File: config.mk
export PLATFORM = sky130hd
export DESIGN_NAME = rc_pwm_capture_setpoints
export DESIGN_NICKNAME = d
export VERILOG_FILES = /design/src/rcpwm_pkg.sv /design/src/rcpwm_front.sv /design/src/rcpwm_queue.sv /design/src/rcpwm_back.sv /design/src/rc_pwm_capture_setpoints.sv
export SDC_FILE = /design/constraint.sdc
export NUM_CORES = 2
export LEC_CHECK = 0
export BUFFER_PORTS_ARGS = -buffer_cell sky130_fd_sc_hd__buf_4
export CORE_MARGIN = 1.5
export CORE_UTILIZATION = 25
export CTS_CLUSTER_SIZE = 28
export DETAILED_ROUTE_END_ITERATION = 8
export HOLD_SLACK_MARGIN = 0.05
export PLACE_DENSITY = 0.48
export SYNTH_ARGS = -nofsm -noshare
export SYNTH_HDL_FRONTEND = slang
export SYNTH_SLANG_ARGS = --single-unit
File: constraint.sdc
create_clock -name clock -period 11.4 [get_ports clock]
set_input_delay 0.57 -clock clock [delete_from_list [all_inputs] [get_ports clock]]
set_output_delay 0.57 -clock clock [all_outputs]
set_load 0.005 [all_outputs]
File: src/rcpwm_pkg.sv
// Shared types, constants and helper functions for the RC PWM setpoint decoder.
package rcpwm_pkg;

   localparam int CHANNELS   = 6;
   localparam int WIDTH_BITS = 12;
   localparam int MAX_CH     = 8;
   localparam int PIN_BITS   = 6;
   localparam int TIME_BITS  = 32;
   localparam int LEVEL_BITS = 12;
   localparam int OFS_BITS   = 10;
   localparam int CDEG_BITS  = 16;
   localparam int CORR_BITS  = WIDTH_BITS + 2;
   localparam int CSR_IDX_BITS  = 3;
   localparam int CSR_DATA_BITS = 12;
   localparam int REQ_BITS  = 40;
   localparam int RSP_BITS  = 96;

   localparam logic [TIME_BITS-1:0] WIDTH_MAX = TIME_BITS'((64'd1 << WIDTH_BITS) - 64'd1);
   localparam int LEVEL_MAX = 4095;
   localparam logic signed [CDEG_BITS-1:0] CDEG_BIAS = 16'sd12000;

   typedef enum logic [CSR_IDX_BITS-1:0] {
      REG_ROLL_OFS     = 3'd0,
      REG_PITCH_OFS    = 3'd1,
      REG_THROTTLE_OFS = 3'd2,
      REG_YAW_OFS      = 3'd3,
      REG_DB_LOW       = 3'd4,
      REG_DB_HIGH      = 3'd5,
      REG_YAW_THR_MIN  = 3'd6
   } csr_index_type;

   typedef logic [WIDTH_BITS-1:0] width_type;

   // One decoded sample: stored widths after this sample and the falling-edge flags.
   typedef struct packed {
      logic [MAX_CH-1:0][WIDTH_BITS-1:0] width;
      logic [MAX_CH-1:0]                 done;
   } chan_entry_type;

   // Width plus signed correction, clamped to 0..4095.
   function automatic logic [LEVEL_BITS-1:0] corrected(input width_type w,
                                                     input logic signed [OFS_BITS-1:0] off);
      logic signed [CORR_BITS-1:0] v;
      logic [LEVEL_BITS-1:0]       r;
      v = signed'({2'b00, w}) + CORR_BITS'(off);
      if (v < 0) begin
         r = '0;
      end else if (v > CORR_BITS'(LEVEL_MAX)) begin
         r = LEVEL_BITS'(LEVEL_MAX);
      end else begin
         r = LEVEL_BITS'(v);
      end
      return r;
   endfunction

   function automatic logic [LEVEL_BITS-1:0] sat_level(input width_type w);
      logic [LEVEL_BITS-1:0] r;
      if (32'(w) > 32'(LEVEL_MAX)) begin
         r = LEVEL_BITS'(LEVEL_MAX);
      end else begin
         r = LEVEL_BITS'(w);
      end
      return r;
   endfunction

endpackage

File: src/rcpwm_front.sv
// Front end: pin edge detection, rise timestamps and pulse width capture.
module rcpwm_front (
   input  logic                              clock,
   input  logic                              reset,
   input  logic                              in_valid,
   output logic                              in_ready,
   input  logic [rcpwm_pkg::PIN_BITS-1:0]    pin_levels,
   input  logic [rcpwm_pkg::TIME_BITS-1:0]   time_us,
   output logic                              push,
   output rcpwm_pkg::chan_entry_type         push_entry,
   input  logic                              q_full
);
   import rcpwm_pkg::*;

   logic [MAX_CH-1:0]                 level_ff, level_in;
   logic [MAX_CH-1:0][TIME_BITS-1:0]  rise_ff, rise_in;
   logic [MAX_CH-1:0][WIDTH_BITS-1:0] width_ff, width_in;
   logic [MAX_CH-1:0]                 done;
   logic [TIME_BITS-1:0]              delta [MAX_CH];

   assign in_ready = !q_full;
   assign push     = in_valid && !q_full;

   always_comb begin
      level_in = level_ff;
      rise_in  = rise_ff;
      width_in = width_ff;
      done     = '0;
      for (int i = 0; i < MAX_CH; i++) begin
         delta[i] = time_us - rise_ff[i];
         if (i < CHANNELS) begin
            if ((i < PIN_BITS) && pin_levels[i % PIN_BITS]) begin
               if (!level_ff[i]) begin
                  level_in[i] = 1'b1;
                  rise_in[i]  = time_us;
               end
            end else if (level_ff[i]) begin
               level_in[i] = 1'b0;
               width_in[i] = (delta[i] > WIDTH_MAX) ? WIDTH_BITS'(WIDTH_MAX)
                                                    : WIDTH_BITS'(delta[i]);
               done[i]     = 1'b1;
            end
         end
      end
      push_entry.width = width_in;
      push_entry.done  = done;
   end

   always_ff @(posedge clock) begin
      if (reset) begin
         level_ff <= '0;
         rise_ff  <= '0;
         width_ff <= '0;
      end else if (push) begin
         level_ff <= level_in;
         rise_ff  <= rise_in;
         width_ff <= width_in;
      end
   end

endmodule

File: src/rcpwm_queue.sv
// Two-entry queue between the capture front end and the mapping back end.
module rcpwm_queue (
   input  logic                      clock,
   input  logic                      reset,
   input  logic                      push,
   input  rcpwm_pkg::chan_entry_type push_entry,
   output logic                      full,
   input  logic                      pop,
   output logic                      q_valid,
   output rcpwm_pkg::chan_entry_type head
);
   import rcpwm_pkg::*;

   chan_entry_type entry_ff [2];
   logic           wr_ptr_ff, wr_ptr_in;
   logic           rd_ptr_ff, rd_ptr_in;
   logic [1:0]     count_ff, count_in;

   assign full    = (count_ff == 2'd2);
   assign q_valid = (count_ff != 2'd0);
   assign head    = entry_ff[rd_ptr_ff];

   always_comb begin
      wr_ptr_in = push ? !wr_ptr_ff : wr_ptr_ff;
      rd_ptr_in = pop ? !rd_ptr_ff : rd_ptr_ff;
      count_in  = count_ff + {1'b0, push} - {1'b0, pop};
   end

   always_ff @(posedge clock) begin
      if (reset) begin
         wr_ptr_ff <= 1'b0;
         rd_ptr_ff <= 1'b0;
         count_ff  <= '0;
      end else begin
         wr_ptr_ff <= wr_ptr_in;
         rd_ptr_ff <= rd_ptr_in;
         count_ff  <= count_in;
      end
   end

   always_ff @(posedge clock) begin
      if (push) begin
         entry_ff[wr_ptr_ff] <= push_entry;
      end
   end

endmodule

File: src/rcpwm_back.sv
// Back end: control registers, width correction, setpoint mapping and output register.
module rcpwm_back (
   input  logic                                 clock,
   input  logic                                 reset,
   input  logic                                 csr_write,
   input  logic [rcpwm_pkg::CSR_IDX_BITS-1:0]   csr_index,
   input  logic [rcpwm_pkg::CSR_DATA_BITS-1:0]  csr_data,
   input  logic                                 q_valid,
   input  rcpwm_pkg::chan_entry_type            head,
   output logic                                 pop,
   output logic                                 rsp_tvalid,
   input  logic                                 rsp_tready,
   output logic [rcpwm_pkg::RSP_BITS-1:0]       rsp_tdata
);
   import rcpwm_pkg::*;

   logic signed [OFS_BITS-1:0] roll_ofs_ff, pitch_ofs_ff, thr_ofs_ff, yaw_ofs_ff;
   logic [LEVEL_BITS-1:0]      db_low_ff, db_high_ff, yaw_thr_min_ff;
   logic                       valid_ff, valid_in;
   logic [RSP_BITS-1:0]        data_ff, data_in;

   logic [LEVEL_BITS-1:0]         r, p, t, y, a1, a2;
   logic signed [CDEG_BITS-1:0]   roll, pitch, yaw;
   logic                          r_db, p_db, y_db;
   logic [PIN_BITS-1:0]           done;

   assign pop        = q_valid && (!valid_ff || rsp_tready);
   assign rsp_tvalid = valid_ff;
   assign rsp_tdata  = data_ff;

   always_ff @(posedge clock) begin
      if (reset) begin
         roll_ofs_ff    <= '0;
         pitch_ofs_ff   <= '0;
         thr_ofs_ff     <= '0;
         yaw_ofs_ff     <= 10'sd9;
         db_low_ff      <= 12'd1490;
         db_high_ff     <= 12'd1510;
         yaw_thr_min_ff <= 12'd1050;
      end else if (csr_write) begin
         unique case (csr_index)
            REG_ROLL_OFS:     roll_ofs_ff    <= signed'(csr_data[OFS_BITS-1:0]);
            REG_PITCH_OFS:    pitch_ofs_ff   <= signed'(csr_data[OFS_BITS-1:0]);
            REG_THROTTLE_OFS: thr_ofs_ff     <= signed'(csr_data[OFS_BITS-1:0]);
            REG_YAW_OFS:      yaw_ofs_ff     <= signed'(csr_data[OFS_BITS-1:0]);
            REG_DB_LOW:       db_low_ff      <= csr_data;
            REG_DB_HIGH:      db_high_ff     <= csr_data;
            REG_YAW_THR_MIN:  yaw_thr_min_ff <= csr_data;
            default: ;
         endcase
      end
   end

   always_comb begin
      r  = corrected(head.width[0], roll_ofs_ff);
      p  = corrected(head.width[1], pitch_ofs_ff);
      t  = corrected(head.width[2], thr_ofs_ff);
      y  = corrected(head.width[3], yaw_ofs_ff);
      a1 = sat_level(head.width[4]);
      a2 = sat_level(head.width[5]);
      r_db = (r >= db_low_ff) && (r <= db_high_ff);
      p_db = (p >= db_low_ff) && (p <= db_high_ff);
      y_db = (y >= db_low_ff) && (y <= db_high_ff);
      roll  = r_db ? '0 : signed'({1'b0, r, 3'b000}) - CDEG_BIAS;
      pitch = p_db ? '0 : signed'({1'b0, p, 3'b000}) - CDEG_BIAS;
      yaw   = (y_db || !(t > yaw_thr_min_ff)) ? '0
              : CDEG_BIAS - signed'({1'b0, y, 3'b000});
      done  = head.done[PIN_BITS-1:0];
      data_in = {6'd0, done, a2, a1, t, yaw, pitch, roll};
      valid_in = pop ? 1'b1 : (rsp_tready ? 1'b0 : valid_ff);
   end

   always_ff @(posedge clock) begin
      if (reset) begin
         valid_ff <= 1'b0;
      end else begin
         valid_ff <= valid_in;
      end
   end

   always_ff @(posedge clock) begin
      if (pop) begin
         data_ff <= data_in;
      end
   end

endmodule

File: src/rc_pwm_capture_setpoints.sv
// RC receiver pulse width decoder producing roll, pitch and yaw setpoints.
// Path: an accepted request is stored in the queue, then mapped into the output register.
// Throughput: one request per cycle while the queue is not full; a 2-entry queue decouples capture from mapping.
// Reset: synchronous active-high; clears levels, rise times, widths, queue and output,
// and loads control registers with their defaults.
module rc_pwm_capture_setpoints (
   input  logic                                 clock,
   input  logic                                 reset,
   input  logic                                 req_tvalid,
   output logic                                 req_tready,
   // [5:0] pin_levels, [37:6] time_us, [39:38] zero
   input  logic [rcpwm_pkg::REQ_BITS-1:0]       req_tdata,
   output logic                                 rsp_tvalid,
   input  logic                                 rsp_tready,
   // [15:0] roll_cdeg, [31:16] pitch_cdeg, [47:32] yaw_cdeg, [59:48] throttle_level,
   // [71:60] aux_one_width, [83:72] aux_two_width, [89:84] pulse_done, [95:90] zero
   output logic [rcpwm_pkg::RSP_BITS-1:0]       rsp_tdata,
   input  logic                                 csr_valid,
   output logic                                 csr_ready,
   input  logic [rcpwm_pkg::CSR_IDX_BITS-1:0]   csr_index,
   input  logic [rcpwm_pkg::CSR_DATA_BITS-1:0]  csr_data
);
   import rcpwm_pkg::*;

   logic           push, q_full, pop, q_valid;
   chan_entry_type push_entry, head;

   assign csr_ready = 1'b1;

   rcpwm_front u_front (
      .clock      (clock),
      .reset      (reset),
      .in_valid   (req_tvalid),
      .in_ready   (req_tready),
      .pin_levels (req_tdata[PIN_BITS-1:0]),
      .time_us    (req_tdata[PIN_BITS+TIME_BITS-1:PIN_BITS]),
      .push       (push),
      .push_entry (push_entry),
      .q_full     (q_full)
   );

   rcpwm_queue u_queue (
      .clock      (clock),
      .reset      (reset),
      .push       (push),
      .push_entry (push_entry),
      .full       (q_full),
      .pop        (pop),
      .q_valid    (q_valid),
      .head       (head)
   );

   rcpwm_back u_back (
      .clock      (clock),
      .reset      (reset),
      .csr_write  (csr_valid && csr_ready),
      .csr_index  (csr_index),
      .csr_data   (csr_data),
      .q_valid    (q_valid),
      .head       (head),
      .pop        (pop),
      .rsp_tvalid (rsp_tvalid),
      .rsp_tready (rsp_tready),
      .rsp_tdata  (rsp_tdata)
   );

endmodule

==> flow_metrics.py <==
metrics = {
    "setup_path": {
        "worstPathCellList": "buf_4 -> mux2_2 -> ha_1 -> inv_1 -> fa_1 -> nor2b_1 -> o21a_1 -> o211a_1 -> a211oi_1 -> o31ai_1 -> a41oi_1 -> nor4_1 -> nor2_1 -> a21oi_1 -> ha_1 -> a21o_1 -> a21oi_1 -> nor2b_1 -> o21ai_0 -> a221oi_1 -> o32a_1 -> or4_1 -> nor2_1",
        "cp_data_required_time_ns": 11.92,
        "cp-end-kind": "flop",
        "cp.arrival_ns": 7.46,
        "crit_buf_inv": 2,
        "slowest_stage": "dfxtp_4",
        "startpoint_type": "flop",
        "cp_max_fo": 40,
        "slowest_delay_ns": 0.71,
        "crit_family": "compound AO/OA/AOI/OAI gates",
        "path_class": "flop to flop",
    },
    "timing": {
        "worst_pin_slew_ns": 1.30,
        "hold_viol": 0,
        "fin_ws_ns": 4.46,
        "clock_skew_ns": 0.0416,
        "setup_tns_ns": 0,
        "clock.fmax_ghz": 0.144,
        "fin_crit_sh": 0.609,
        "min_period_ns": 6.94,
        "slew_headroom": 0.129,
        "whs_ns": 0.168,
        "rsz0062_at_grt": "no",
        "finalSetupViolations": 0,
        "drv_slew": 0,
    },
    "grt": {
        "globalRouteTotalUtil": 0.139,
        "grt_start_max_net_pins": 136,
        "grt_pass1_vias": 29804,
        "antenna_found_initial": 7,
        "grt-ovfl-total": 0,
        "grt_pass1_wl_um": 174000,
    },
    "logic_synthesis": {
        "synth_edf_count": 237,
        "synth_ff_type": "dfxtp_1",
        "synth.largest_area_cell": "edfxtp_1",
        "yosysSeqAreaShare": 0.370,
        "synth_seq_cells": 589,
        "syn_area_um2": 38300,
        "synth_top_area_share": 0.186,
        "synth.avg_cell_area_um2": 8.42,
        "synth_cells": 4548,
        "synth_area_leaders": "edfxtp_1 (19%), dfxtp_1 (18%), ha_1 (11%)",
        "yosys_warnings": 0,
        "synth.distinct_cells": 86,
        "async_reset_ff_frac": 0,
    },
    "pwr": {
        "ir_drop_v": 0.000122,
        "power.leakage_nw": 17.0,
        "switching_share": 0.354,
        "pwr-share-clk": 0.298,
        "power_density_nw_per_um2": 184,
        "p_seq_frac": 0.343,
        "p_sw_mw": 2.85,
        "p_int_mw": 5.22,
        "pwr-share-comb": 0.360,
    },
    "final_layout": {
        "final_util": 0.289,
        "drive_above_1_share": 0.0926,
        "fin_nets": 4996,
        "area_growth_pct": 14.6,
        "nFillCells": 16178,
        "final_cell_mix": "nand2_1 (721), a21oi_1 (574), dfxtp_1 (351), ha_1 (327), inv_1 (313)",
        "layout_commonest_cell": "nand2_1",
    },
    "routing": {
        "avgViaCountPerCell": 4.78,
        "vias": 31947,
        "first_iter_violations": 2200,
        "routedWlPerCell_um": 16.7,
        "ant_nets": 0,
        "drc": 0,
        "dr.pass1.iters": 6,
        "wirelength_um": 112000,
    },
    "die": {
        "start_util": 0.252,
        "die_y_um": 394,
        "ioPinCount": 159,
        "coreArea_um2": 152000,
        "fp.dieArea_um2": 155000,
        "die_w_um": 394,
        "core.rowCount": 143,
    },
    "cts": {
        "post_cts_resized": 0,
        "clk_path_buf_depth": 3,
        "clk_pin_slew_ns": 0.06,
        "htree_levels": 3,
        "postCtsHoldBufs": 0,
        "cts_tree": "done",
        "insertion_delay_ns": 0.67,
        "post_cts_buffers": 0,
        "cts_made_buffers": 71,
        "root_buffer": "clkbuf_16",
        "clock_sinks": 589,
    },
    "flow_run": {
        "cap_violations": 0,
    },
    "status": {
        "status": "finished clean",
    },
    "placed_design": {
        "globalplace.congestion": 0.866,
        "dp_worst_setup_slack_ns": 4.39,
        "portBuffers": 140,
        "hpwlAfterDp_um": 81900,
    },
    "worst_hold_path": {
        "hold_path_class": "input port to flop",
    },
}
[cell families after synthesis]
family / after synthesis / synth area share
buf+inv: 530 / 0.0549
other cells: 2 / 0.000196
simple gates: 1474 / 0.175
flops: 589 / 0.370
mux: 94 / 0.0271
fa+ha+maj: 337 / 0.112
xor+xnor: 189 / 0.0432
compound gates: 1333 / 0.217
[power by group through the flow]
stage               logic [mW]  registers (mW)  clock network (mW)
floorplan                 1.97            2.78                   0
global placement          2.90            2.82                   0
detailed placement        2.91            2.82                   0
CTS                       2.93            2.78                2.48
global route              3.25            2.80                2.56
finish                    2.90            2.76                2.40
[synth_stat cells (10+ instances only)]
master	count
a31oi_1	103
o2111ai_1	17
nand2b_1	46
nor2_1	291
a21oi_1	574
inv_1	313
nand2_1	721
edfxtp_1	237
nand3b_1	27
o221ai_1	13
a211oi_1	38
and2_1	28
fa_1	10
ha_1	327
a21boi_0	11
nand3_1	78
buf_2	11
o21a_1	52
dfxtp_1	352
nor3_1	57
or3_1	24
o21bai_1	87
and3_1	42
a311oi_1	10
nor4_1	14
buf_4	16
clkbuf_1	177
a21o_1	101
xor2_1	90
nor3b_1	15
a41oi_1	11
or2_2	13
mux2_2	76
mux2i_1	18
nand4_1	48
o211ai_1	33
o21ai_0	149
xnor2_1	99
o22ai_1	17
nor2b_1	36
a211o_1	19
[worst reg2reg max path, cell delays in order, from the launching register on]
cell	delay, ns
dfxtp_4	0.71
buf_4	0.57
mux2_2	0.29
ha_1	0.16
inv_1	0.05
fa_1	0.40
nor2b_1	0.13
o21a_1	0.14
o211a_1	0.16
a211oi_1	0.07
o31ai_1	0.34
a41oi_1	0.24
nor4_1	0.62
nor2_1	0.38
a21oi_1	0.45
ha_1	0.32
a21o_1	0.15
a21oi_1	0.16
nor2b_1	0.06
o21ai_0	0.16
a221oi_1	0.11
o32a_1	0.48
or4_1	0.53
nor2_1	0.14
[stage by stage]
step,instances,power (mW),cell area (um2)
CTS,6685,8.19,43900
finish,6687,8.07,43900
global placement,6556,5.72,41400
detailed placement,6556,5.73,41400
floorplan,4562,4.74,38300
global route,6685,8.61,43900
[path summary, 6_finish.rpt]
path / start / endpoint / slack [ns] / cells after the start
setup / recovery: flop / u_back.rsp_tdata[11] / 4.46 / 23
hold / removal: req_tdata[0] / u_front.level_ff[0] / 0.17 / 3
setup reg to reg: flop / u_back.rsp_tdata[11] / 4.46 / 23
hold reg to reg: u_back.yaw_thr_min_ff[7] / u_back.yaw_thr_min_ff[7] / 0.45 / 2
[cell type report]
type,count,area (um2),share of cell area
diodes,2,5.00,0.000114
clock buffers,87,1940,0.0442
clock inverters,42,526,0.0120
inverters,314,1180,0.0269
multi-input cells,3443,22200,0.505
flip-flops and latches,589,14200,0.323
well taps,2030,2540,0.0579
repair buffers,180,1360,0.0310
[layer usage]
metal | global-route usage | share of wire
met2 | 0.226 | 0.45
met4 | 0.0390 | 0.023
met5 | 0 | 0.00051
met3 | 0.0205 | 0.041
met1 | 0.191 | 0.48
[flip-flops by register name (all words and copies together) (netlist names), 12 cells and up, named ones only]
name and flops:
u_back.db_high_ff 12, u_back.db_low_ff 12, u_back.yaw_thr_min_ff 12, u_queue.entry_ff 156
u_front.rise_ff 192, u_back.rsp_tdata 81, u_front.width_ff 72
Power figures use the tool's default switching activity.
